$ cat src/rtl/grmc_pkg.sv
package grmc_pkg;

  localparam int MapDimDefault    = 32;
  localparam int TrigBitsDefault  = 10;

  localparam int ScreenW  = 12;
  localparam int AngleW   = 32;
  localparam int StepW    = 10;
  localparam int PosW     = 16;
  localparam int ColW     = 12;
  localparam int DistW    = 17;
  localparam int HeightW  = 16;
  localparam int StartW   = 16;
  localparam int EndW     = 17;
  localparam int TrigW    = 16;   // signed Q1.14 plus sign
  localparam int DeltaW   = 26;   // signed trig * step
  localparam int StepCntW = 18;   // up to 131072 steps

  localparam int unsigned MaxSteps = 131072;

  localparam logic [ScreenW-1:0] ScreenHeightRst = 12'd600;
  localparam logic [AngleW-1:0]  FovHalfRst      = 32'd357913941;
  localparam logic [AngleW-1:0]  AnglePerColRst  = 32'd894785;
  localparam logic [StepW-1:0]   MarchStepRst    = 10'd102;

  localparam logic [AngleW-1:0]  QuarterTurn     = 32'h4000_0000;

  typedef enum logic [1:0] {
    REG_SCREEN_HEIGHT = 2'd0,
    REG_FOV_HALF      = 2'd1,
    REG_ANGLE_PER_COL = 2'd2,
    REG_MARCH_STEP    = 2'd3
  } reg_idx_t;

  typedef enum logic {
    OP_WRITE_LINE = 1'b0,
    OP_CAST_RAY   = 1'b1
  } opcode_t;

  // request carried from the front end to the marcher
  typedef struct packed {
    logic [PosW-1:0]   pos_x;
    logic [PosW-1:0]   pos_y;
    logic [AngleW-1:0] ray;
    logic [ColW-1:0]   column;
  } ray_req_t;

  typedef enum logic [3:0] {
    ST_IDLE,
    ST_MUL1,
    ST_MUL2,
    ST_MUL3,
    ST_MUL4,
    ST_SETUP,
    ST_STEP,
    ST_TEST,
    ST_DIST,
    ST_DIV,
    ST_OUT
  } mst_t;

endpackage

$ cat src/rtl/grmc_front.sv
// Front end: takes requests, writes map lines, forms the ray angle for casts.
module grmc_front import grmc_pkg::*; #(
  parameter int MAP_DIM = MapDimDefault,
  parameter int IDX_W   = $clog2(MapDimDefault)
) (
  input  logic              in_valid,
  output logic              in_ready,
  input  logic              opcode,
  input  logic [4:0]        line_index,
  input  logic [31:0]       line_bits,
  input  logic [PosW-1:0]   pos_x,
  input  logic [PosW-1:0]   pos_y,
  input  logic [AngleW-1:0] view_angle,
  input  logic [ColW-1:0]   column,
  input  logic [AngleW-1:0] fov_half,
  input  logic [AngleW-1:0] angle_per_column,
  input  logic              busy,
  output logic              wr_en,
  output logic [IDX_W-1:0]  wr_idx,
  output logic [MAP_DIM-1:0] wr_bits,
  output logic              q_push,
  input  logic              q_full,
  output ray_req_t          q_data
);

  logic [AngleW-1:0] col_ang;
  logic              is_cast;

  assign is_cast  = (opcode_t'(opcode) == OP_CAST_RAY);
  // a line write waits until every earlier cast has finished reading the map
  assign in_ready = is_cast ? !q_full : !busy;

  // map line write, out of range lines dropped
  assign wr_en   = in_valid && in_ready && !is_cast && (32'(line_index) < 32'(MAP_DIM));
  assign wr_idx  = IDX_W'(line_index);
  assign wr_bits = MAP_DIM'(line_bits);

  // ray angle, modulo a full turn
  assign col_ang = AngleW'(angle_per_column * {20'd0, column});
  assign q_push  = in_valid && in_ready && is_cast;
  assign q_data  = '{pos_x: pos_x, pos_y: pos_y,
                     ray: view_angle - fov_half + col_ang, column: column};

endmodule

$ cat config.mk
export PLATFORM = sky130hd
export DESIGN_NAME = grmc_front
export DESIGN_NICKNAME = d
export VERILOG_FILES = /design/src/rtl/grmc_pkg.sv /design/src/rtl/grmc_front.sv
export SDC_FILE = /design/constraint.sdc
export NUM_CORES = 1
export LEC_CHECK = 0
export BUFFER_PORTS_ARGS = -buffer_cell sky130_fd_sc_hd__buf_2
export CAP_MARGIN = 20
export CELL_PAD_IN_SITES_DETAIL_PLACEMENT = 0
export CELL_PAD_IN_SITES_GLOBAL_PLACEMENT = 1
export CORE_MARGIN = 5
export CORE_UTILIZATION = 45
export DETAILED_ROUTE_END_ITERATION = 10
export MAX_ROUTING_LAYER = met4
export PLACE_DENSITY = 0.95
export SYNTH_ARGS = -nofsm -noshare
export SYNTH_HDL_FRONTEND = slang
export SYNTH_SLANG_ARGS = --single-unit
$ cat constraint.sdc
create_clock -name vclk -period 16
set_input_delay 0.8 -clock vclk [all_inputs]
set_output_delay 0.8 -clock vclk [all_outputs]
set_load 0.05 [all_outputs]
==> impl_metrics.ini <==
[placement]
place.gp.congestion = 0.9026
dp_hpwl_um = 22710
place.port_buffers = 159

[logic_synthesis]
synth_warnings = 0
yosys.cell_types.count = 44
mappedNetlistArea_um2 = 11650
synth_nets = 1891
synth_top_cell_area_share = 0.5104
netlist_instances = 1351
synthTopCellsByArea = sky130_fd_sc_hd__fa_1 (51%), sky130_fd_sc_hd__inv_1 (12%), sky130_fd_sc_hd__and2_1 (6.7%), sky130_fd_sc_hd__ha_1 (6.7%), sky130_fd_sc_hd__nand2_1 (6.5%)
synth.largest_area_cell = sky130_fd_sc_hd__fa_1
synth_most_common_cell = sky130_fd_sc_hd__inv_1
seq_area_frac_synth = 0
synth_top_cells_by_count = sky130_fd_sc_hd__inv_1 (357), sky130_fd_sc_hd__fa_1 (297), sky130_fd_sc_hd__nand2_1 (201)
synth_area_per_cell_um2 = 8.622

[run_status]
outcome = finished, final reports clean

[sta]
unrepaired_setup_endpoints_after_global_routing = false
period_needed_ns = 7.921
timing.slew.headroom = 0.5072
final_cycle_share = 0.4950
worst_margin_pin_slew_ns = 0.7357
number_of_hold_violations_in_the_final_report = 0
fmax_mhz = 126.3
finalMaxSlewViolations = 0
tns_ns = 0
timing.final.setup_violations = 0

[finish]
final.clkbuf_count = 0
drive_gt1_frac = 0.1238
layout-area-overhead-vs-synth_pct = 3.351
insertedDiodeCount = 0
regArea_um2 = 0
layout.filler_cells = 2416
sequential_cell_total = 0
nets = 1915

[route]
detailedRoute.firstIterationViolations = 327
1st_pass_router_iterations = 5
antenna_left = 0
drc = 0
detailroute.via_count = 8319
wl_per_cell_um = 15.22
drt_wl_total_um = 25930
vias_per_cell = 4.885

[setup_path]
crit_path_end_kind = output port
worst_ep_required_time_ns = 15.20
crit_path_max_fanout = 29
critPathLaunchType = primary input
critPathKind = in2out
worst-endpoint-arrival_ns = 7.12

[clock_tree]
cts_resized = 0
count_of_buffers_added_by_post_cts_timing_repair_for_setup = 0
cts-hold-fix-buffers = 0

[global_route]
grt_antenna_before_repair = 0
grt_use_total = 0.1905
grt-ovfl-total = 0
first_pass_grt_wire_length_um = 44350
first_global_vias = 9206
grt_max_degree = 34

[hold_path]
hold_path.class = in2out

[die]
die_y_um = 170.9
initial_utilization = 0.4599
coreArea_um2 = 25330
io_pins = 297
dieWidth_um = 170.9
design.die.area_um2 = 29200
num_rows = 58

[job]
cap_viol_max_count = 0
-- path summary, 6_finish.rpt --
path | start | endpoint | slack [ns] | cells past startpoint
setup / recovery | column[4] | q_data[35] | 8.08 | 21
hold / removal | pos_y[5] | q_data[49] | 1.60 | 0
-- placed cells by master (no fill, tap or decap), types with 2 or more instances in the layout --
cell type | synthesis | routed
sky130_fd_sc_hd__inv_1 | 357 | 357
sky130_fd_sc_hd__fa_1 | 297 | 297
sky130_fd_sc_hd__nand2_1 | 201 | 201
sky130_fd_sc_hd__buf_2 | 0 | 159
sky130_fd_sc_hd__and2_1 | 125 | 125
sky130_fd_sc_hd__ha_1 | 62 | 62
sky130_fd_sc_hd__xnor2_1 | 37 | 37
sky130_fd_sc_hd__a21oi_1 | 20 | 20
sky130_fd_sc_hd__nor2_1 | 17 | 17
sky130_fd_sc_hd__a21o_1 | 13 | 13
sky130_fd_sc_hd__xor2_1 | 13 | 13
sky130_fd_sc_hd__o21ai_1 | 8 | 8
sky130_fd_sc_hd__o21bai_1 | 7 | 7
sky130_fd_sc_hd__o21ai_0 | 6 | 6
sky130_fd_sc_hd__nand3_1 | 6 | 6
sky130_fd_sc_hd__a211oi_1 | 5 | 5
sky130_fd_sc_hd__o21a_1 | 3 | 3
sky130_fd_sc_hd__and3_1 | 3 | 3
sky130_fd_sc_hd__nor3_1 | 3 | 3
sky130_fd_sc_hd__a211oi_2 | 2 | 2
sky130_fd_sc_hd__and4_4 | 2 | 2
sky130_fd_sc_hd__or2_1 | 2 | 2
sky130_fd_sc_hd__o31ai_1 | 2 | 2
sky130_fd_sc_hd__a31oi_1 | 2 | 2
sky130_fd_sc_hd__nor3b_1 | 2 | 2
sky130_fd_sc_hd__nor2b_1 | 2 | 2
-- cells by family after synthesis --
| kind of cell | count (synthesis) | synth area share |
|---|---|---|
| buffers and inverters | 495 | 0.1856 |
| AND/OR/NAND/NOR | 369 | 0.1522 |
| adder cells (fa/ha/maj) | 359 | 0.5770 |
| AO/OA/AOI/OAI | 76 | 0.04576 |
| XOR/XNOR | 50 | 0.03759 |
| multiplexers | 2 | 0.001826 |
-- final cells by class --
| cell class | instances | area [um^2] | area share |
|---|---|---|---|
| Multi-Input combinational cell | 856 | 9487 | 0.7880 |
| Inverter | 358 | 1344 | 0.1116 |
| Timing Repair Buffer | 159 | 795.8 | 0.06610 |
| Tap cell | 330 | 412.9 | 0.03430 |
-- worst max-delay path, cell delays in order --
cell                      delay, ns
sky130_fd_sc_hd__buf_2         0.44
sky130_fd_sc_hd__nand2_1       0.17
sky130_fd_sc_hd__fa_1          0.53
sky130_fd_sc_hd__fa_1          0.51
sky130_fd_sc_hd__inv_1         0.05
sky130_fd_sc_hd__fa_1          0.54
sky130_fd_sc_hd__fa_1          0.43
sky130_fd_sc_hd__fa_1          0.49
sky130_fd_sc_hd__inv_1         0.05
sky130_fd_sc_hd__fa_1          0.47
sky130_fd_sc_hd__inv_1         0.04
sky130_fd_sc_hd__ha_1          0.37
sky130_fd_sc_hd__nand3_1       0.11
sky130_fd_sc_hd__nor2_1        0.25
sky130_fd_sc_hd__and3_1        0.26
sky130_fd_sc_hd__o31ai_2       0.10
sky130_fd_sc_hd__a31oi_1       0.55
sky130_fd_sc_hd__a21oi_1       0.25
sky130_fd_sc_hd__o21ba_1       0.23
sky130_fd_sc_hd__xnor2_1       0.15
sky130_fd_sc_hd__buf_2         0.29
-- metal layers --
metal / track usage / part of all wire
met1: 0.2508 / 0.42
met2: 0.3413 / 0.52
met3: 0.01063 / 0.055
met4: 0.01791 / 0.0096
met5: - / 0
-- per-stage QoR --
stage | util | instances | area (um^2) | worst slack (ns) | hold slack, ns
after global routing | 0.4753 | 1703 | 12040 | 7.744 | 1.600
after detailed placement | 0.4753 | 1703 | 12040 | 8.057 | 1.600
after global placement | 0.4753 | 1703 | 12040 | 8.185 | 1.600
after CTS | 0.4753 | 1703 | 12040 | 8.035 | 1.600
final | 0.4753 | 1703 | 12040 | 8.079 | 1.600
after floorplan | - | 1351 | 11650 | 7.830 | 1.767
Power is left out: the tool's default activity adds up to more than one toggle a clock period on the data nets, which glitch-free logic cannot reach.
