===== config.mk =====
export PLATFORM = sky130hd
export DESIGN_NAME = grmc_march
export DESIGN_NICKNAME = d
export VERILOG_FILES = /design/src/rtl/grmc_pkg.sv /design/src/rtl/grmc_sin.sv /design/src/rtl/grmc_march.sv
export SDC_FILE = /design/constraint.sdc
export NUM_CORES = 2
export LEC_CHECK = 0
export CORE_UTILIZATION = 55
export CTS_BUF_LIST = sky130_fd_sc_hd__clkbuf_8
export CTS_CLUSTER_DIAMETER = 200
export CTS_CLUSTER_SIZE = 25
export DETAILED_ROUTE_END_ITERATION = 10
export DONT_BUFFER_PORTS = 1
export GPL_ROUTABILITY_DRIVEN = 0
export HOLD_SLACK_MARGIN = 0.08
export PLACE_DENSITY = 0.76
export SKIP_CTS_REPAIR_TIMING = 1
export SYNTH_ARGS = -nofsm -noshare
export SYNTH_HDL_FRONTEND = slang
export SYNTH_SLANG_ARGS = --single-unit

===== constraint.sdc =====
create_clock -name clk -period 14.4 [get_ports clk]
set_clock_uncertainty 0.15 [all_clocks]
set_input_delay 3.6 -clock clk [delete_from_list [all_inputs] [get_ports clk]]
set_output_delay 3.6 -clock clk [all_outputs]
set_load 0.1 [all_outputs]

===== src/rtl/grmc_pkg.sv =====
package grmc_pkg;

  localparam int MapDimDefault    = 32;
  localparam int TrigBitsDefault  = 10;

  localparam int ScreenW  = 12;
  localparam int AngleW   = 32;
  localparam int StepW    = 10;
  localparam int PosW     = 16;
  localparam int ColW     = 12;
  localparam int DistW    = 17;
  localparam int HeightW  = 16;
  localparam int StartW   = 16;
  localparam int EndW     = 17;
  localparam int TrigW    = 16;   // signed Q1.14 plus sign
  localparam int DeltaW   = 26;   // signed trig * step
  localparam int StepCntW = 18;   // up to 131072 steps

  localparam int unsigned MaxSteps = 131072;

  localparam logic [ScreenW-1:0] ScreenHeightRst = 12'd600;
  localparam logic [AngleW-1:0]  FovHalfRst      = 32'd357913941;
  localparam logic [AngleW-1:0]  AnglePerColRst  = 32'd894785;
  localparam logic [StepW-1:0]   MarchStepRst    = 10'd102;

  localparam logic [AngleW-1:0]  QuarterTurn     = 32'h4000_0000;

  typedef enum logic [1:0] {
    REG_SCREEN_HEIGHT = 2'd0,
    REG_FOV_HALF      = 2'd1,
    REG_ANGLE_PER_COL = 2'd2,
    REG_MARCH_STEP    = 2'd3
  } reg_idx_t;

  typedef enum logic {
    OP_WRITE_LINE = 1'b0,
    OP_CAST_RAY   = 1'b1
  } opcode_t;

  // request carried from the front end to the marcher
  typedef struct packed {
    logic [PosW-1:0]   pos_x;
    logic [PosW-1:0]   pos_y;
    logic [AngleW-1:0] ray;
    logic [ColW-1:0]   column;
  } ray_req_t;

  typedef enum logic [3:0] {
    ST_IDLE,
    ST_MUL1,
    ST_MUL2,
    ST_MUL3,
    ST_MUL4,
    ST_SETUP,
    ST_STEP,
    ST_TEST,
    ST_DIST,
    ST_DIV,
    ST_OUT
  } mst_t;

endpackage


===== src/rtl/grmc_sin.sv =====
// Angle fold for the polynomial sine: quarter turn and mirrored Q16 fraction.
module grmc_sin import grmc_pkg::*; #(
  parameter int TRIG_TABLE_BITS = TrigBitsDefault
) (
  input  logic [AngleW-1:0] angle,
  output logic [16:0]       x,       // Q16 fraction, mirrored
  output logic              neg
);

  localparam int QW = TRIG_TABLE_BITS - 2;

  logic [TRIG_TABLE_BITS-1:0] idx;
  logic [1:0]                 quad;
  logic [16:0]                xr;

  assign idx  = angle[AngleW-1 -: TRIG_TABLE_BITS];
  assign quad = idx[TRIG_TABLE_BITS-1 -: 2];
  assign xr   = 17'({idx[QW-1:0], 16'd0} >> QW);
  assign x    = quad[0] ? 17'(17'h10000 - xr) : xr;
  assign neg  = quad[1];

endmodule


===== src/rtl/grmc_march.sv =====
// Back end: trig evaluation, fixed-step march over the map, serial divide.
module grmc_march import grmc_pkg::*; #(
  parameter int MAP_DIM         = MapDimDefault,
  parameter int TRIG_TABLE_BITS = TrigBitsDefault,
  parameter int IDX_W           = $clog2(MapDimDefault)
) (
  input  logic               clk,
  input  logic               rst_n,
  input  logic               wr_en,
  input  logic [IDX_W-1:0]   wr_idx,
  input  logic [MAP_DIM-1:0] wr_bits,
  input  logic               q_empty,
  output logic               q_pop,
  input  ray_req_t           q_data,
  output logic               busy,
  input  logic [ScreenW-1:0] scr_rows,
  input  logic [StepW-1:0]   march_step,
  output logic               out_empty,
  input  logic               out_pop,
  output logic [ColW-1:0]    column_out,
  output logic [DistW-1:0]   distance,
  output logic [HeightW-1:0] wall_height,
  output logic signed [StartW-1:0] draw_start,
  output logic signed [EndW-1:0]   draw_end,
  output logic               bright_shade
);

  localparam int PW  = 40;            // Q.24 position, signed, spare bits
  localparam int CW  = 6 + 24 + 2;    // cell bits kept in range check
  localparam int QW  = 27;            // dividend register width (12+10 bit dividend)

  // map with valid bits
  logic [MAP_DIM-1:0] map_r [MAP_DIM];
  logic [MAP_DIM-1:0] vld_r;

  mst_t st_r, st_nxt;
  ray_req_t          req_r;
  logic [StepW-1:0]  stp_r;
  logic              pass_r;          // 0 sine of cos angle, 1 sine
  logic [16:0]       x_r;
  logic              neg_r;
  logic [33:0]       x2_r, t_r;
  logic signed [TrigW-1:0] cos_r, sin_r;
  logic signed [PW-1:0] px_r, py_r;
  logic signed [DeltaW-1:0] dx_r, dy_r;
  logic [StepCntW-1:0] cnt_r;
  logic [DistW-1:0]  dist_r;
  logic [QW-1:0]     rem_r, quo_r;
  logic [4:0]        dcnt_r;
  logic              blk;

  logic [AngleW-1:0] sang;
  logic [16:0]       sx;
  logic              sneg;
  logic [33:0]       prod_b;
  logic [16:0]       coef;
  logic [33:0]       tq;
  logic signed [TrigW-1:0] trig_res;
  logic [27:0]       dsub;
  logic [DistW+StepW:0] dfull;
  logic [HeightW-1:0] hgt;
  logic signed [StartW:0] st_v;
  logic [TrigW-1:0]  ac, as_v;

  // out register
  logic              ov_r;

  assign sang = pass_r ? req_r.ray : req_r.ray + QuarterTurn;
  grmc_sin #(.TRIG_TABLE_BITS(TRIG_TABLE_BITS)) u_sin (
    .angle(sang), .x(sx), .neg(sneg));

  // one shared multiplier stage chain: coefficient minus t, times x2 (or x)
  always_comb begin
    coef = 17'd0;
    case (st_r)
      ST_MUL2: coef = 17'd5223;
      ST_MUL3: coef = 17'd42334;
      ST_MUL4: coef = 17'd102944;
      default: coef = 17'd0;
    endcase
  end
  assign prod_b = 34'(coef - 17'(t_r)) * ((st_r == ST_MUL4) ? 34'(x_r) : x2_r);
  assign tq     = (prod_b >> 16) >> 2;
  assign trig_res = (tq > 34'd16384) ? TrigW'(16384) : TrigW'(tq);

  // map lookup on the current position
  always_comb begin
    logic [CW-1:0] cx, cy;
    cx = CW'(px_r >>> 24);
    cy = CW'(py_r >>> 24);
    blk = 1'b1;
    if (!px_r[PW-1] && !py_r[PW-1] && cx < CW'(MAP_DIM) && cy < CW'(MAP_DIM))
      blk = vld_r[cx[IDX_W-1:0]] && map_r[cx[IDX_W-1:0]][cy[IDX_W-1:0]];
  end

  assign dsub  = {rem_r[QW-2:0], quo_r[QW-1]} - 28'(dist_r);
  assign dfull = (DistW+StepW+1)'(cnt_r) * (DistW+StepW+1)'(stp_r);
  assign hgt   = (quo_r > QW'(65535)) ? 16'hFFFF : HeightW'(quo_r);
  assign st_v  = (StartW+1)'(scr_rows >> 1) - (StartW+1)'(hgt >> 1);
  assign ac    = cos_r < 0 ? TrigW'(-cos_r) : TrigW'(cos_r);
  assign as_v  = sin_r < 0 ? TrigW'(-sin_r) : TrigW'(sin_r);

  // a cast is waiting or on its way through the marcher
  assign busy = !q_empty || (st_r != ST_IDLE);

  always_comb begin
    st_nxt = st_r;
    q_pop  = 1'b0;
    case (st_r)
      ST_IDLE:  if (!q_empty) begin q_pop = 1'b1; st_nxt = ST_MUL1; end
      ST_MUL1:  st_nxt = ST_MUL2;
      ST_MUL2:  st_nxt = ST_MUL3;
      ST_MUL3:  st_nxt = ST_MUL4;
      ST_MUL4:  st_nxt = pass_r ? ST_SETUP : ST_MUL1;
      ST_SETUP: st_nxt = ST_STEP;
      ST_STEP:  st_nxt = ST_TEST;
      ST_TEST:  st_nxt = (blk || cnt_r == StepCntW'(MaxSteps)) ? ST_DIST : ST_STEP;
      ST_DIST:  st_nxt = ST_DIV;
      ST_DIV:   if (dcnt_r == 5'd0) st_nxt = ST_OUT;
      ST_OUT:   if (!ov_r || out_pop) st_nxt = ST_IDLE;
      default:  st_nxt = ST_IDLE;
    endcase
  end

  always_ff @(posedge clk) begin
    if (!rst_n) begin
      st_r  <= ST_IDLE;
      vld_r <= '0;
      ov_r  <= 1'b0;
    end else begin
      st_r <= st_nxt;
      if (wr_en) vld_r[wr_idx] <= 1'b1;
      if (st_r == ST_OUT && (!ov_r || out_pop)) ov_r <= 1'b1;
      else if (out_pop) ov_r <= 1'b0;
    end
  end

  always_ff @(posedge clk) begin
    if (wr_en) map_r[wr_idx] <= wr_bits;
  end

  // datapath
  always_ff @(posedge clk) begin
    case (st_r)
      ST_IDLE: begin
        req_r  <= q_data;
        stp_r  <= (march_step == '0) ? StepW'(1) : march_step;
        pass_r <= 1'b0;
      end
      ST_MUL1: begin
        x_r   <= sx;
        neg_r <= sneg;
        x2_r  <= 34'({sx, 16'd0} == 33'd0 ? 34'd0 : (34'(sx) * 34'(sx)) >> 16);
        t_r   <= ((34'd307 * ((34'(sx) * 34'(sx)) >> 16)) >> 16);
      end
      ST_MUL2: t_r <= prod_b >> 16;
      ST_MUL3: t_r <= prod_b >> 16;
      ST_MUL4: begin
        // last term times x, scaled to Q1.14 and clamped
        if (pass_r) sin_r <= neg_r ? -trig_res : trig_res;
        else        cos_r <= neg_r ? -trig_res : trig_res;
        pass_r <= 1'b1;
      end
      ST_SETUP: begin
        px_r  <= PW'(signed'({1'b0, req_r.pos_x})) <<< 14;
        py_r  <= PW'(signed'({1'b0, req_r.pos_y})) <<< 14;
        dx_r  <= DeltaW'(cos_r * signed'({1'b0, stp_r}));
        dy_r  <= DeltaW'(sin_r * signed'({1'b0, stp_r}));
        cnt_r <= '0;
      end
      ST_STEP: begin
        px_r  <= px_r + PW'(dx_r);
        py_r  <= py_r + PW'(dy_r);
        cnt_r <= cnt_r + 1'b1;
      end
      ST_DIST: begin
        dist_r <= (dfull > (DistW+StepW+1)'(131071)) ? 17'h1FFFF : DistW'(dfull);
        rem_r  <= '0;
        quo_r  <= QW'({scr_rows, 10'd0});
        dcnt_r <= 5'(QW - 1);
      end
      ST_DIV: begin
        // restoring divide, one quotient bit per cycle
        if (!dsub[27] || rem_r[QW-1]) begin
          rem_r <= QW'({rem_r[QW-2:0], quo_r[QW-1]} - QW'(dist_r));
          quo_r <= {quo_r[QW-2:0], 1'b1};
        end else begin
          rem_r <= {rem_r[QW-2:0], quo_r[QW-1]};
          quo_r <= {quo_r[QW-2:0], 1'b0};
        end
        dcnt_r <= dcnt_r - 1'b1;
      end
      ST_OUT: if (!ov_r || out_pop) begin
        column_out   <= req_r.column;
        distance     <= dist_r;
        wall_height  <= hgt;
        draw_start   <= StartW'(st_v);
        draw_end     <= EndW'(st_v) + EndW'(signed'({1'b0, hgt}));
        bright_shade <= (ac > as_v);
      end
      default: ;
    endcase
  end

  assign out_empty = !ov_r;

  a_pop_idle: assert property (@(posedge clk) disable iff (!rst_n)
    q_pop |-> st_r == ST_IDLE) else $error("pop outside idle");
  a_div_end: assert property (@(posedge clk) disable iff (!rst_n)
    st_r == ST_DIV && dcnt_r == 5'd0 |=> st_r == ST_OUT) else $error("divide overran");
  a_out_new: assert property (@(posedge clk) disable iff (!rst_n)
    $rose(ov_r) |-> $past(st_r) == ST_OUT) else $error("result out of sequence");

endmodule

==> impl_results.md <==
- Vias per cell: 5.91
- Die area: 175000 µm²
- Crit Path Class: reg2reg
- CTS tree: built
- P&R area growth vs syn: 4.35%
- Cell mode on critical path: fa_1
- Sequential area share after synthesis: 47.1%
- CTS clk-pin slew, worst paths: 0.18 ns
- Slowest cell on crit path: xor2_1
- Max Slew Vio Count: 0
- IO buf count: 0
- DRT iter0 DRCs: 5211
- Residual DRC: 0
- CP Max Fanout: 12
- Largest net degree at the start of global routing: 151
- Worst path arrival time: 13.28 ns
- Clock period minus worst slack: 12.73 ns
- Hold path endpoint: column_out[4]$_DFFE_PP_
- Cells after Synth: 7224
- Die Wd: 419 µm
- Layout cells sized above 1: 9.00%
- RSZ-0062 raised after global routing: no
- Total GRT Usage: 25.2%
- Core area: 172000 µm²
- Internal reg-to-reg setup slack: 1.67 ns
- Hold WC Path Type: reg2reg
- First-pass GRT wire length: 336000 µm
- Slew headroom: 18.3%
- FF-to-FF Start: pass_r$_DFFE_PP_
- Root buffer cell: clkbuf_8
- CTS Sinks: 1512
- Initial antenna violation count: 7
- Vias in the first global route: 58313
- WL final: 216000 µm
- Nets: 8578
- Critical Path Max Stage Delay: 0.93 ns
- Fmax: 0.0785 GHz
- Setup TNS: 0 ns
- Synth cell types: 83
- Detail Route Antenna Nets: 0
- Cell taking the most area after synthesis: edfxtp_1
- Die Y: 419 µm
- Worst setup startpoint: pass_r$_DFFE_PP_
- Post-synth top area share: 46.3%
- Hold depth: 0
- Status: finished clean
- Most common library cells after synthesis: edfxtp_1 (1470), inv_1 (962), fa_1 (743)
- Crit end category: flop
- WP data required: 14.95 ns
- Most frequent cell after synthesis: edfxtp_1
- Final setup viols: 0
- Max Root-Sink Buffers: 3
- Startpoint class of the critical path: flop
- Initial core utilization: 55.5%
- Final Hold Fails: 0
- Via count: 55983
- Post-DR wirelength/cell: 22.8 µm
- Area of the mapped netlist: 95400 µm²
- Post-synthesis async set-or-reset flop share: 0%
- Total gr overflow: 0
- Ports: 222
- Clk_lat worst skew: 0.91 ns
- Num CTS Buffers: 72
- EDFF count, synth: 1470
- Least-Margin Pin Slew: 1.22 ns
- Worst R2R End: t_r[9]$_DFFE_PP_
- DP Wirelength: 148000 µm
- CTS H-tree lvls: 3
- Num rows: 152
- Syn avg cell area: 13.2 µm²
- Synth Warn #: 0
- Max-cap viol count: 0
- FF+latch count, synth: 1512
- Hold Startpoint: req_r[4]$_DFFE_PP_
- Area contributors post-synth: edfxtp_1 (46%), fa_1 (16%), mux4_2 (8.3%), ha_1 (7.4%), inv_1 (3.8%)
- Most used DFF post-synth: edfxtp_1
- Tcrit/Tclk final: 88.4%
- Worst Reg-to-Reg Cells: 38
- Drt pass-1 iters: 6
## through the flow
stage | instances | setup WS [ns] | hold WS (ns) | utilization [%] | area, µm²
finish | 9469 | 1.67 | 0.282 | 57.9 | 99600
global placement | 9366 | 1.98 | 0.252 | 57.2 | 98400
global route | 9466 | 0.654 | 0.292 | 57.9 | 99600
floorplan | 7244 | 0.931 | 0.250 | - | 95500
detailed placement | 9366 | 1.77 | 0.255 | 57.2 | 98400
CTS | 9464 | 1.78 | 0.280 | 57.9 | 99600
## registers in the layout, summed over array words and instances, names as in the netlist, 4 cells and up, named ones only
name         flops
column_out      12
py_r            40
stp_r           10
map_r         1024
rem_r           27
dx_r            26
px_r            40
quo_r           27
st_r             4
sin_r           16
vld_r           32
dy_r            26
draw_start      16
req_r           54
draw_end        17
cnt_r           18
dcnt_r           5
dist_r          17
wall_height     16
distance        17
x_r              9
x2_r            17
cos_r           16
t_r             17
## critical path: cells and delay by family, from the launching register on
family / cells / cell delay [ns]
flip-flops: 1 / 0.49
AO/OA/AOI/OAI: 15 / 3.46
AND/OR/NAND/NOR: 4 / 0.66
adder cells (fa/ha/maj): 12 / 5.22
XOR/XNOR: 3 / 2.34
buffers and inverters: 4 / 0.21
## cell families after synthesis
| group | share of synthesized area [%] |
|---|---|
| buffers and inverters | 4.97 |
| other | 0.00787 |
| adders and majority gates | 23.0 |
| muxes | 8.54 |
| and+or+nand+nor | 9.03 |
| AOI/OAI and AO/OA | 4.68 |
| xor gates and xnor gates | 2.64 |
| DFF | 47.1 |
## worst max path at each step
| stage | to | slack (ns) |
|---|---|---|
| 2_1_floorplan | busy | 0.93 |
| 3_3_place_gp | t_r[9]$_DFFE_PP_ | 1.98 |
| 4_1_cts | t_r[9]$_DFFE_PP_ | 1.78 |
| 6_report | t_r[9]$_DFFE_PP_ | 1.67 |
| 5_1_grt | t_r[9]$_DFFE_PP_ | 0.65 |
| 3_5_place_dp | t_r[9]$_DFFE_PP_ | 1.77 |
## cells in the final DEF (no fill, tap or decap), types with 176 or more instances in the layout
cell type and count:
fa_1 743, mux4_2 351, inv_1 975, and2_1 310, nand2_1 662, xnor2_1 181, ha_1 565, edfxtp_1 1470
nor2_1 344, a21oi_1 176
## metal layers
layer / up-vias / routed length, µm / GRT usage (%)
li1: 24719 / - / -
met1: 28618 / 83600 / 33.0
met2: 2245 / 107000 / 42.7
met3: 399 / 18300 / 4.54
met4: 2 / 7740 / 8.23
met5: - / 13 / 0
## cell type report
class | count | area, µm²
fillers | 13208 | 72300
multi-input cells | 4482 | 46100
flip-flops and latches | 1512 | 45000
inverters | 965 | 3620
well taps | 2310 | 2890
clock buffers | 72 | 991
repair buffers | 97 | 753
clock inverters | 26 | 211
diodes | 5 | 12.5
Power is not shown: default switching activity piles up to over one toggle a cycle in this logic, so the estimate is an artifact.
