**config.mk**
```make
export PLATFORM = sky130hd
export DESIGN_NAME = grmc_queue
export DESIGN_NICKNAME = d
export VERILOG_FILES = /design/src/rtl/grmc_pkg.sv /design/src/rtl/grmc_queue.sv
export SDC_FILE = /design/constraint.sdc
export NUM_CORES = 1
export LEC_CHECK = 0
export BUFFER_PORTS_ARGS = -buffer_cell sky130_fd_sc_hd__buf_2
export CAP_MARGIN = 20
export CORE_MARGIN = 2
export CORE_UTILIZATION = 37
export CTS_CLUSTER_DIAMETER = 60
export CTS_CLUSTER_SIZE = 12
export DETAILED_ROUTE_END_ITERATION = 12
export HOLD_SLACK_MARGIN = 0.03
export SLEW_MARGIN = 40
export SYNTH_ARGS = -nofsm -noshare
export SYNTH_HDL_FRONTEND = slang
export SYNTH_SLANG_ARGS = --single-unit
export TNS_END_PERCENT = 10
```
**constraint.sdc**
```tcl
create_clock -name clk -period 5.4 [get_ports clk]
set_clock_uncertainty 0.1 [all_clocks]
set_input_delay 0.54 -clock clk [delete_from_list [all_inputs] [get_ports clk]]
set_output_delay 0.54 -clock clk [all_outputs]
set_load 0.02 [all_outputs]
```
**src/rtl/grmc_pkg.sv**
```systemverilog
package grmc_pkg;

  localparam int MapDimDefault    = 32;
  localparam int TrigBitsDefault  = 10;

  localparam int ScreenW  = 12;
  localparam int AngleW   = 32;
  localparam int StepW    = 10;
  localparam int PosW     = 16;
  localparam int ColW     = 12;
  localparam int DistW    = 17;
  localparam int HeightW  = 16;
  localparam int StartW   = 16;
  localparam int EndW     = 17;
  localparam int TrigW    = 16;   // signed Q1.14 plus sign
  localparam int DeltaW   = 26;   // signed trig * step
  localparam int StepCntW = 18;   // up to 131072 steps

  localparam int unsigned MaxSteps = 131072;

  localparam logic [ScreenW-1:0] ScreenHeightRst = 12'd600;
  localparam logic [AngleW-1:0]  FovHalfRst      = 32'd357913941;
  localparam logic [AngleW-1:0]  AnglePerColRst  = 32'd894785;
  localparam logic [StepW-1:0]   MarchStepRst    = 10'd102;

  localparam logic [AngleW-1:0]  QuarterTurn     = 32'h4000_0000;

  typedef enum logic [1:0] {
    REG_SCREEN_HEIGHT = 2'd0,
    REG_FOV_HALF      = 2'd1,
    REG_ANGLE_PER_COL = 2'd2,
    REG_MARCH_STEP    = 2'd3
  } reg_idx_t;

  typedef enum logic {
    OP_WRITE_LINE = 1'b0,
    OP_CAST_RAY   = 1'b1
  } opcode_t;

  // request carried from the front end to the marcher
  typedef struct packed {
    logic [PosW-1:0]   pos_x;
    logic [PosW-1:0]   pos_y;
    logic [AngleW-1:0] ray;
    logic [ColW-1:0]   column;
  } ray_req_t;

  typedef enum logic [3:0] {
    ST_IDLE,
    ST_MUL1,
    ST_MUL2,
    ST_MUL3,
    ST_MUL4,
    ST_SETUP,
    ST_STEP,
    ST_TEST,
    ST_DIST,
    ST_DIV,
    ST_OUT
  } mst_t;

endpackage

```
**src/rtl/grmc_queue.sv**
```systemverilog
// Two-entry request queue between front and marcher.
module grmc_queue import grmc_pkg::*; (
  input  logic     clk,
  input  logic     rst_n,
  input  logic     push,
  input  ray_req_t push_data,
  output logic     full,
  input  logic     pop,
  output logic     empty,
  output ray_req_t pop_data
);

  ray_req_t   mem_r [2];
  logic       wp_r, rp_r;
  logic [1:0] cnt_r;

  assign full     = (cnt_r == 2'd2);
  assign empty    = (cnt_r == 2'd0);
  assign pop_data = mem_r[rp_r];

  always_ff @(posedge clk) begin
    if (push && !full) begin
      mem_r[wp_r] <= push_data;
    end
  end

  always_ff @(posedge clk) begin
    if (!rst_n) begin
      wp_r  <= 1'b0;
      rp_r  <= 1'b0;
      cnt_r <= 2'd0;
    end else begin
      if (push && !full) wp_r <= ~wp_r;
      if (pop && !empty) rp_r <= ~rp_r;
      cnt_r <= cnt_r + 2'((push && !full) ? 1 : 0) - 2'((pop && !empty) ? 1 : 0);
    end
  end

  a_no_over: assert property (@(posedge clk) disable iff (!rst_n)
    cnt_r <= 2'd2) else $error("queue count overflow");
  a_full_hold: assert property (@(posedge clk) disable iff (!rst_n)
    full && !pop |=> cnt_r == 2'd2) else $error("full queue lost entry");
  a_empty_push: assert property (@(posedge clk) disable iff (!rst_n)
    empty && push |=> !empty) else $error("push lost");

endmodule

```
==> results of run 1 <==
-- worst max-delay path by stage --
stage	from	end	slack [ns]	depth (start not counted)
2_1_floorplan	push	mem_r[0][0]$_DFFE_PP_	0.98	2
3_3_place_gp	push	mem_r[0][27]$_DFFE_PP_	2.69	4
3_5_place_dp	flip-flop	pop_data[1]	2.75	3
4_1_cts	flip-flop	pop_data[1]	2.29	3
5_1_grt	flip-flop	pop_data[24]	2.21	3
6_report	flip-flop	pop_data[1]	2.37	3
-- state kept, by name, summed over array words and instances (netlist names), named ones only --
register  flops
cnt_r         2
wp_r          1
mem_r       152
rp_r          1
-- report_power, final --
| part | leakage, nW | internal [mW] | total [mW] | switching, mW |
|---|---|---|---|---|
| logic | 1.15 | 0.420 | 0.928 | 0.508 |
| clock network | 0.285 | 0.769 | 1.21 | 0.437 |
| registers | 1.46 | 1.53 | 1.62 | 0.0869 |
| total | 2.89 | 2.72 | 3.75 | 1.03 |
-- cell usage in the layout, fill, tap and decap left out, drive strengths merged --
cell type,n
and2,2
ha,2
edfxtp,152
o21a,1
and3,1
inv,3
clkinv,4
nand2,2
mux2,76
xnor2,3
dfxtp,5
mux2i,1
clkbuf,20
clkinvlp,3
nor2b,2
buf,162
nor2,2
nand2b,2
bufinv,4
-- cell usage after synthesis --
cell type	instances	area (um^2)
mux2i_1	1	10.0
mux2_2	36	405
mux2_4	40	601
xnor2_1	3	26.3
nor2b_1	2	12.5
nand2b_1	2	12.5
inv_1	2	7.51
buf_4	1	7.51
buf_2	3	15.0
o21a_1	1	7.51
buf_6	4	45.0
edfxtp_1	152	4560
and2_1	2	12.5
dfxtp_1	5	100
nor2_1	2	7.51
and3_1	1	6.26
nand2_1	2	7.51
ha_1	2	25.0
-- cells by family (layout without fill, tap and decap cells) --
| kind of cell | after synthesis | in the layout | share of synthesized area |
|---|---|---|---|
| compound gates | 1 | 1 | 0.00128 |
| buf+inv | 10 | 196 | 0.0128 |
| xor+xnor | 3 | 3 | 0.00447 |
| mux | 77 | 77 | 0.173 |
| flops | 157 | 157 | 0.794 |
| simple gates | 11 | 11 | 0.0100 |
| fa+ha+maj | 2 | 2 | 0.00426 |
-- metrics by stage --
step | area (um^2) | hold WS (ns)
after floorplan | 5870 | 0.355
after global placement | 6890 | 0.410
after detailed placement | 6960 | 0.436
after CTS | 7570 | 0.191
after global routing | 7570 | 0.192
final | 7570 | 0.211
-- per-layer routing --
metal  global-route usage  vias up  share of wire
li1                     -     1373              -
met1                0.135     1404           0.39
met2                0.193      102           0.51
met3               0.0504       13          0.081
met4               0.0607        0          0.021
met5                    0        -              0
-- final cells by class --
cell class | instances | area [um^2] | share of cell area
Sequential cell | 157 | 4670 | 0.617
Multi-Input combinational cell | 94 | 1150 | 0.151
Timing Repair Buffer | 162 | 868 | 0.115
Clock buffer | 20 | 437 | 0.0577
Tap cell | 216 | 270 | 0.0357
Clock inverter | 12 | 169 | 0.0223
Inverter | 2 | 7.51 | 0.000992
==> impl_metrics.tcl, run 1 <==
set metrics [dict create \
    cts_sinks 157 \
    hp-start "push_data[27]" \
    setup_ws_ns 2.37 \
    dp_slack_ns 2.75 \
    crit_path_end_kind "output port" \
    start_kind "flip-flop" \
    drc 0 \
    numCtsBuffers 17 \
    fp.dieH_um 130 \
    drive_gt1_frac 0.600 \
    worst-endpoint-arrival_ns 2.39 \
    yosysWarningCount 0 \
    worstPathMaxFanout 45 \
    rows 46 \
    fin_crit_sh 0.561 \
    max-clock-path-buffers 2 \
    critical-path-top-delay-family "flip-flops" \
    initial_utilization 0.374 \
    finalCriticalPeriod_ns 3.03 \
    via_per_inst 4.36 \
    num_vias 2892 \
    first_pass_iters 4 \
    nets 516 \
    regToRegStartpoint "cnt_r[0]$_SDFF_PN0_" \
    rr_worst_depth 5 \
    stdcell_count 663 \
    cp_slowest_stage_delay_ns 0.79 \
    dpl.hpwl_mm 6.56 \
    areaGrowthSynthToFinish_pct 28.8 \
    setup_tns_ns 0 \
    netlist_area_um2 5870 \
    path_cells "buf_4 > mux2_2 > buf_2" \
    power_density_nw_per_um2 496 \
    io_pins 158 \
    insertion_delay_ns 0.41 \
    crit_slowest_cell "dfxtp_4" \
    syn_nets 343 \
    fmax_mhz 330 \
    ir_worst_vdd_mv 0.284 \
    worst-path-buf-inv 2 \
    r2r-end "mem_r[0][16]$_DFFE_PP_" \
    htreeDepth 4 \
    holdPathEnd "mem_r[0][27]$_DFFE_PP_" \
    detail-route-antenna-nets 0 \
    fillers 1353 \
    grt_pass1_wl_mm 14.7 \
    synth_cells 261 \
    postLayoutCoreUtil 0.482 \
    p_leak_nw 2.89 \
    wl_per_cell_um 14.9 \
    track_usage 0.119 \
    hold_violations 0 \
    wl_mm 9.88 \
    overflow 0 \
    avgSynthCellArea_um2 22.5 \
    crit_type "reg -> out" \
    die_w_um 130 \
    hold_buffers 0 \
    setup_viol_count_final 0 \
    holdPathStages 1 \
    post-cts-setup-buffers 0 \
    cp.required_ns 4.76 \
    cts.repair.resized 0 \
    seq_area_frac_synth 0.794 \
    clkTransAtPathRegs_ns 0.06 \
    diodes 0 \
    rsz0062_at_grt "no" \
    total_power_mw 3.75 \
    slew_headroom 0.547 \
    hold_class "in -> reg" \
    dpl.cell_count 631 \
    synth_cell_type_count 18 \
    die_area_um2 16900 \
    grt_pass1_vias 2917 \
    worst_pin_slew_ns 0.680 \
    ys_ff_latch 157 \
    core_area_um2 15700 \
    antenna_found_initial 0 \
    initialDrtViolationCount 140 \
    place.port_buffers 157 \
    run_status "complete, no violations" \
    cts_root_buffer "clkbuf_16" \
    r2r_slack_ns 3.01 \
    cts_tree "done" \
    finalMaxSlewViolations 0 \
    grt_max_degree 46 \
    place_congestion 0.684 \
    cap_violations 0 \
]
Note: power is estimated with default switching activity, not from simulation.
==> inputs of run 2 (changes only) <==
- clock period: 5.4 -> 2.67 ns (I/O delays scaled with it)
==> run 2 against run 1 <==
Compared with the run above:
- sequential power grew 96%
- cell count up 12%
- sequential share of layout area down 5.3 points
- non-clock buffer count is 77 higher
- via count increased by 12%
- clock power is 88% higher
- hold slack got worse by 0.038 ns
- highest routed layer unchanged
- critical path type unchanged
==> impl_metrics.tcl, run 2 (synthesized netlist as in run 1, its figures left out) <==
set metrics [dict create \
    rsz0062_at_grt "no" \
    initialDrtViolationCount 152 \
    fillers 1300 \
    cap_violations 0 \
    fin_crit_sh 0.824 \
    die_area_um2 16900 \
    die_w_um 130 \
    run_status "complete, no violations" \
    num_vias 3246 \
    design_area_um2 8270 \
    setup_ws_ns 0.471 \
    rows 46 \
    layout_common_cells "157 x buf_2, 152 x edfxtp_1, 77 x dlygate4sd3_1, 40 x mux2_4, 36 x mux2_2" \
    grt_pass1_wl_mm 16.3 \
    nets 593 \
    antenna_found_initial 0 \
    slew_headroom 0.612 \
    power_switching_mw 2.14 \
    hold_class "in -> reg" \
    largest_reg_flops 152 \
    ir_worst_vdd_mv 0.524 \
    htreeDepth 4 \
    power_density_nw_per_um2 909 \
    place.port_buffers 157 \
    grt_max_degree 77 \
    cts_root_buffer "clkbuf_16" \
    start_kind "flip-flop" \
    p_sw_frac 0.284 \
    via_per_inst 4.39 \
    io_pins 158 \
    wl_per_cell_um 14.5 \
    hold_violations 0 \
    detail-route-antenna-nets 0 \
    cts_sinks 157 \
    dpl.hpwl_mm 6.58 \
    place_area_um2 6940 \
    place_congestion 0.695 \
    crit_path_end_kind "output port" \
    path_cells "buf_12 > mux2_2 > buf_2" \
    cts.repair.resized 0 \
    dp_slack_ns 0.841 \
    first_pass_iters 4 \
    fp.dieH_um 130 \
    p_leak_nw 3.19 \
    p_comb_frac 0.275 \
    total_power_mw 7.52 \
    numCtsBuffers 17 \
    final_common_cell "buf_2" \
    critical-path-top-delay-family "buffers and inverters" \
    max-clock-path-buffers 2 \
    crit_type "reg -> out" \
    track_usage 0.130 \
    crit_slowest_cell "mux2_2" \
    drc 0 \
    worst-path-buf-inv 2 \
    r2r_slack_ns 0.85 \
    wl_mm 10.7 \
    worst-endpoint-arrival_ns 1.83 \
    p_clk_frac 0.302 \
    drive_gt1_frac 0.511 \
    insertion_delay_ns 0.41 \
    whs_ns 0.173 \
    overflow 0 \
    grt_pass1_vias 3303 \
    worstPathMaxFanout 76 \
    cp_slowest_stage_delay_ns 0.41 \
    diodes 0 \
    finalCriticalPeriod_ns 2.20 \
    core_area_um2 15700 \
    worst_pin_slew_ns 0.581 \
    finalMaxSlewViolations 0 \
    areaGrowthSynthToFinish_pct 40.8 \
    cp.required_ns 2.30 \
    clkTransAtPathRegs_ns 0.06 \
    initial_utilization 0.374 \
    fmax_mhz 455 \
    setup_viol_count_final 0 \
    top_regs "mem_r: 152 flops, cnt_r: 2 flops" \
    internal_power_mw 5.38 \
    cts_tree "done" \
    regMostFlops "mem_r" \
    p_seq_frac 0.423 \
]
run 2: cell count changes in the layout (fill, tap and decap cells not counted), sizes merged:
cell,change
clkinv,+1
clkbuf,+1
dlygate4sd3,+77
bufinv,-2
run 2: power groups by stage:
| stage | clock network [mW] | logic (mW) | registers [mW] |
|---|---|---|---|
| 2_1_floorplan | 0 | 1.44 | 3.22 |
| 3_3_place_gp | 0 | 1.99 | 3.22 |
| 3_5_place_dp | 0 | 2.01 | 3.24 |
| 4_1_cts | 2.32 | 2.11 | 3.19 |
| 5_1_grt | 2.43 | 2.21 | 3.21 |
| 6_report | 2.27 | 2.07 | 3.18 |
run 2: area by class of cell:
| type | instances | area, um^2 | share of cell area |
|---|---|---|---|
| clock buffer | 21 | 440 | 0.0533 |
| clock inverter | 11 | 119 | 0.0144 |
| inverter | 2 | 7.51 | 0.000908 |
| multi-input combinational | 94 | 1150 | 0.139 |
| sequential | 157 | 4670 | 0.564 |
| tap | 216 | 270 | 0.0327 |
| timing repair buffer | 239 | 1620 | 0.196 |
run 2: stage by stage:
step / util / setup TNS [ns] / cells
2_1_floorplan: - / -14.41 / 261
3_3_place_gp: 0.442 / 0 / 631
3_5_place_dp: 0.442 / 0 / 631
4_1_cts: 0.526 / 0 / 740
5_1_grt: 0.526 / 0 / 740
6_report: 0.526 / 0 / 740
run 2: path summary, 6_finish.rpt:
path	startpoint	to	depth (start not counted)
worst min register to register	wp_r$_SDFFE_PN0P_	wp_r$_SDFFE_PN0P_	2
worst min-delay path	push	wp_r$_SDFFE_PN0P_	3
worst max-delay path	flip-flop	pop_data[29]	3
worst max register to register	cnt_r[0]$_SDFF_PN0_	cnt_r[1]$_SDFF_PN0_	8
run 2: tightest hold or removal path, stage by stage:
cell     delay (ns)
buf_2          0.11
nand2_1        0.16
mux2i_1        0.10
run 2: repair_timing:
item	CTS	global route
endpoints found under the hold margin	155	0
hold buffers	77	0
setup buffers	0	0
run 2: metal layers:
layer	routed length (um)	vias up	part of all wire	global-route usage
met5	0	-	0	0
met4	156	0	0.015	0.0493
met3	731	15	0.068	0.0508
met2	5420	107	0.50	0.220
met1	4430	1597	0.41	0.149
li1	-	1527	-	-
==> inputs of run 3 (changes only) <==
- clock period: 2.67 -> 2.2 ns (I/O delays scaled with it)
==> run 3 against run 2 <==
Compared with the run above:
- flip-flop and latch count is the same
- worst setup slack got worse by 0.26 ns
- register-to-register slack worse by 0.38 ns
- global-route usage up 0.28 points
- clock-buffer cell count down 3
- hold slack worse by 0.12 ns
- critical path depth unchanged
- first-iteration DRC count decreased by 8.6%
==> impl_metrics.tcl, run 3 (synthesized netlist as in run 1, its figures left out) <==
set metrics [dict create \
    worst_pin_slew_ns 0.419 \
    via_per_inst 4.35 \
    rr_worst_depth 7 \
    post-cts-setup-buffers 0 \
    detail-route-antenna-nets 0 \
    fin_crit_sh 0.904 \
    layout_common_cells "157 x buf_2, 152 x edfxtp_1, 77 x dlygate4sd3_1, 40 x mux2_4, 36 x mux2_2" \
    finalCriticalPeriod_ns 1.99 \
    first_pass_iters 4 \
    grt_pass1_vias 3433 \
    power_density_nw_per_um2 1110 \
    drive_gt1_frac 0.524 \
    largest_reg_flops 152 \
    place.port_buffers 157 \
    nets 594 \
    dp_slack_ns 0.466 \
    cp_slowest_stage_delay_ns 0.41 \
    total_power_mw 9.24 \
    cap_violations 0 \
    regMostFlops "mem_r" \
    overflow 0 \
    holdPathStages 3 \
    io_pins 158 \
    cp.required_ns 1.88 \
    htreeDepth 4 \
    top_regs "mem_r: 152 flops, cnt_r: 2 flops" \
    numCtsBuffers 17 \
    wl_per_cell_um 14.7 \
    rsz0062_at_grt "no" \
    grt_pass1_wl_mm 16.7 \
    dpl.hpwl_mm 6.62 \
    run_status "complete, no violations" \
    place_area_um2 7000 \
    track_usage 0.133 \
    start_kind "flip-flop" \
    cts.repair.resized 0 \
    ir_worst_vdd_mv 0.571 \
    diodes 0 \
    place_congestion 0.660 \
    slew_headroom 0.721 \
    finalMaxSlewViolations 0 \
    cts_root_buffer "clkbuf_16" \
    p_leak_nw 3.21 \
    hold_class "in -> reg" \
    drc 0 \
    crit_type "reg -> out" \
    antenna_found_initial 0 \
    hold_buffers 77 \
    num_vias 3226 \
    wl_mm 10.9 \
    initialDrtViolationCount 139 \
    hold_violations 0 \
    max-clock-path-buffers 2 \
    initial_utilization 0.374 \
    final_common_cell "buf_2" \
    setup_ws_ns 0.211 \
    insertion_delay_ns 0.41 \
    crit_slowest_cell "dfxtp_4" \
    fmax_mhz 503 \
    path_cells "buf_12 > mux2_2 > buf_2" \
    core_area_um2 15700 \
    clkTransAtPathRegs_ns 0.06 \
    cts_sinks 157 \
    die_area_um2 16900 \
    postLayoutCoreUtil 0.531 \
    rows 46 \
    design_area_um2 8340 \
    worst-endpoint-arrival_ns 1.67 \
    fp.dieH_um 130 \
    setup_tns_ns 0 \
    setup_viol_count_final 0 \
    areaGrowthSynthToFinish_pct 42.1 \
    grt_max_degree 48 \
    worstPathMaxFanout 41 \
    fillers 1298 \
    crit_path_end_kind "output port" \
    die_w_um 130 \
    cts_tree "done" \
]
-- run 3: metal layers --
metal  track usage  wire length [um]  up-vias
li1              -                 -     1533
met1         0.150              4450     1578
met2         0.225              5500      102
met3        0.0504               738       13
met4        0.0582               171        0
met5             0                 0        -
-- run 3: final timing paths --
check,from,endpoint,slack (ns)
max reg2reg,cnt_r[1]$_SDFF_PN0_,cnt_r[1]$_SDFF_PN0_,0.47
min reg2reg,wp_r$_SDFFE_PN0P_,wp_r$_SDFFE_PN0P_,0.43
max,flip-flop,pop_data[1],0.21
min,push,wp_r$_SDFFE_PN0P_,0.05
-- run 3: final cells by class --
type	count	area [um^2]	area share
Clock buffer	18	429	0.0514
Clock inverter	14	148	0.0177
Inverter	2	7.51	0.000900
Multi-Input combinational cell	94	1160	0.139
Sequential cell	157	4670	0.560
Tap cell	216	270	0.0324
Timing Repair Buffer	240	1660	0.199
-- run 3: worst max-delay path, delay by kind of cell, from the launching register on --
family   cells  cell delay, ns
flops        1            0.41
mux          1            0.38
buf+inv      2            0.43
-- run 3: stage by stage --
| stage | hold slack (ns) | std cells |
|---|---|---|
| floorplan | 0.219 | 261 |
| global placement | 0.308 | 632 |
| detailed placement | 0.311 | 632 |
| CTS | 0.0301 | 741 |
| global route | 0.0420 | 741 |
| finish | 0.0510 | 741 |
-- run 3: power breakdown --
part / total [mW] / switching, mW / internal [mW]
logic: 2.55 / 1.40 / 1.16
registers: 3.88 / 0.118 / 3.76
clock network: 2.81 / 1.14 / 1.67
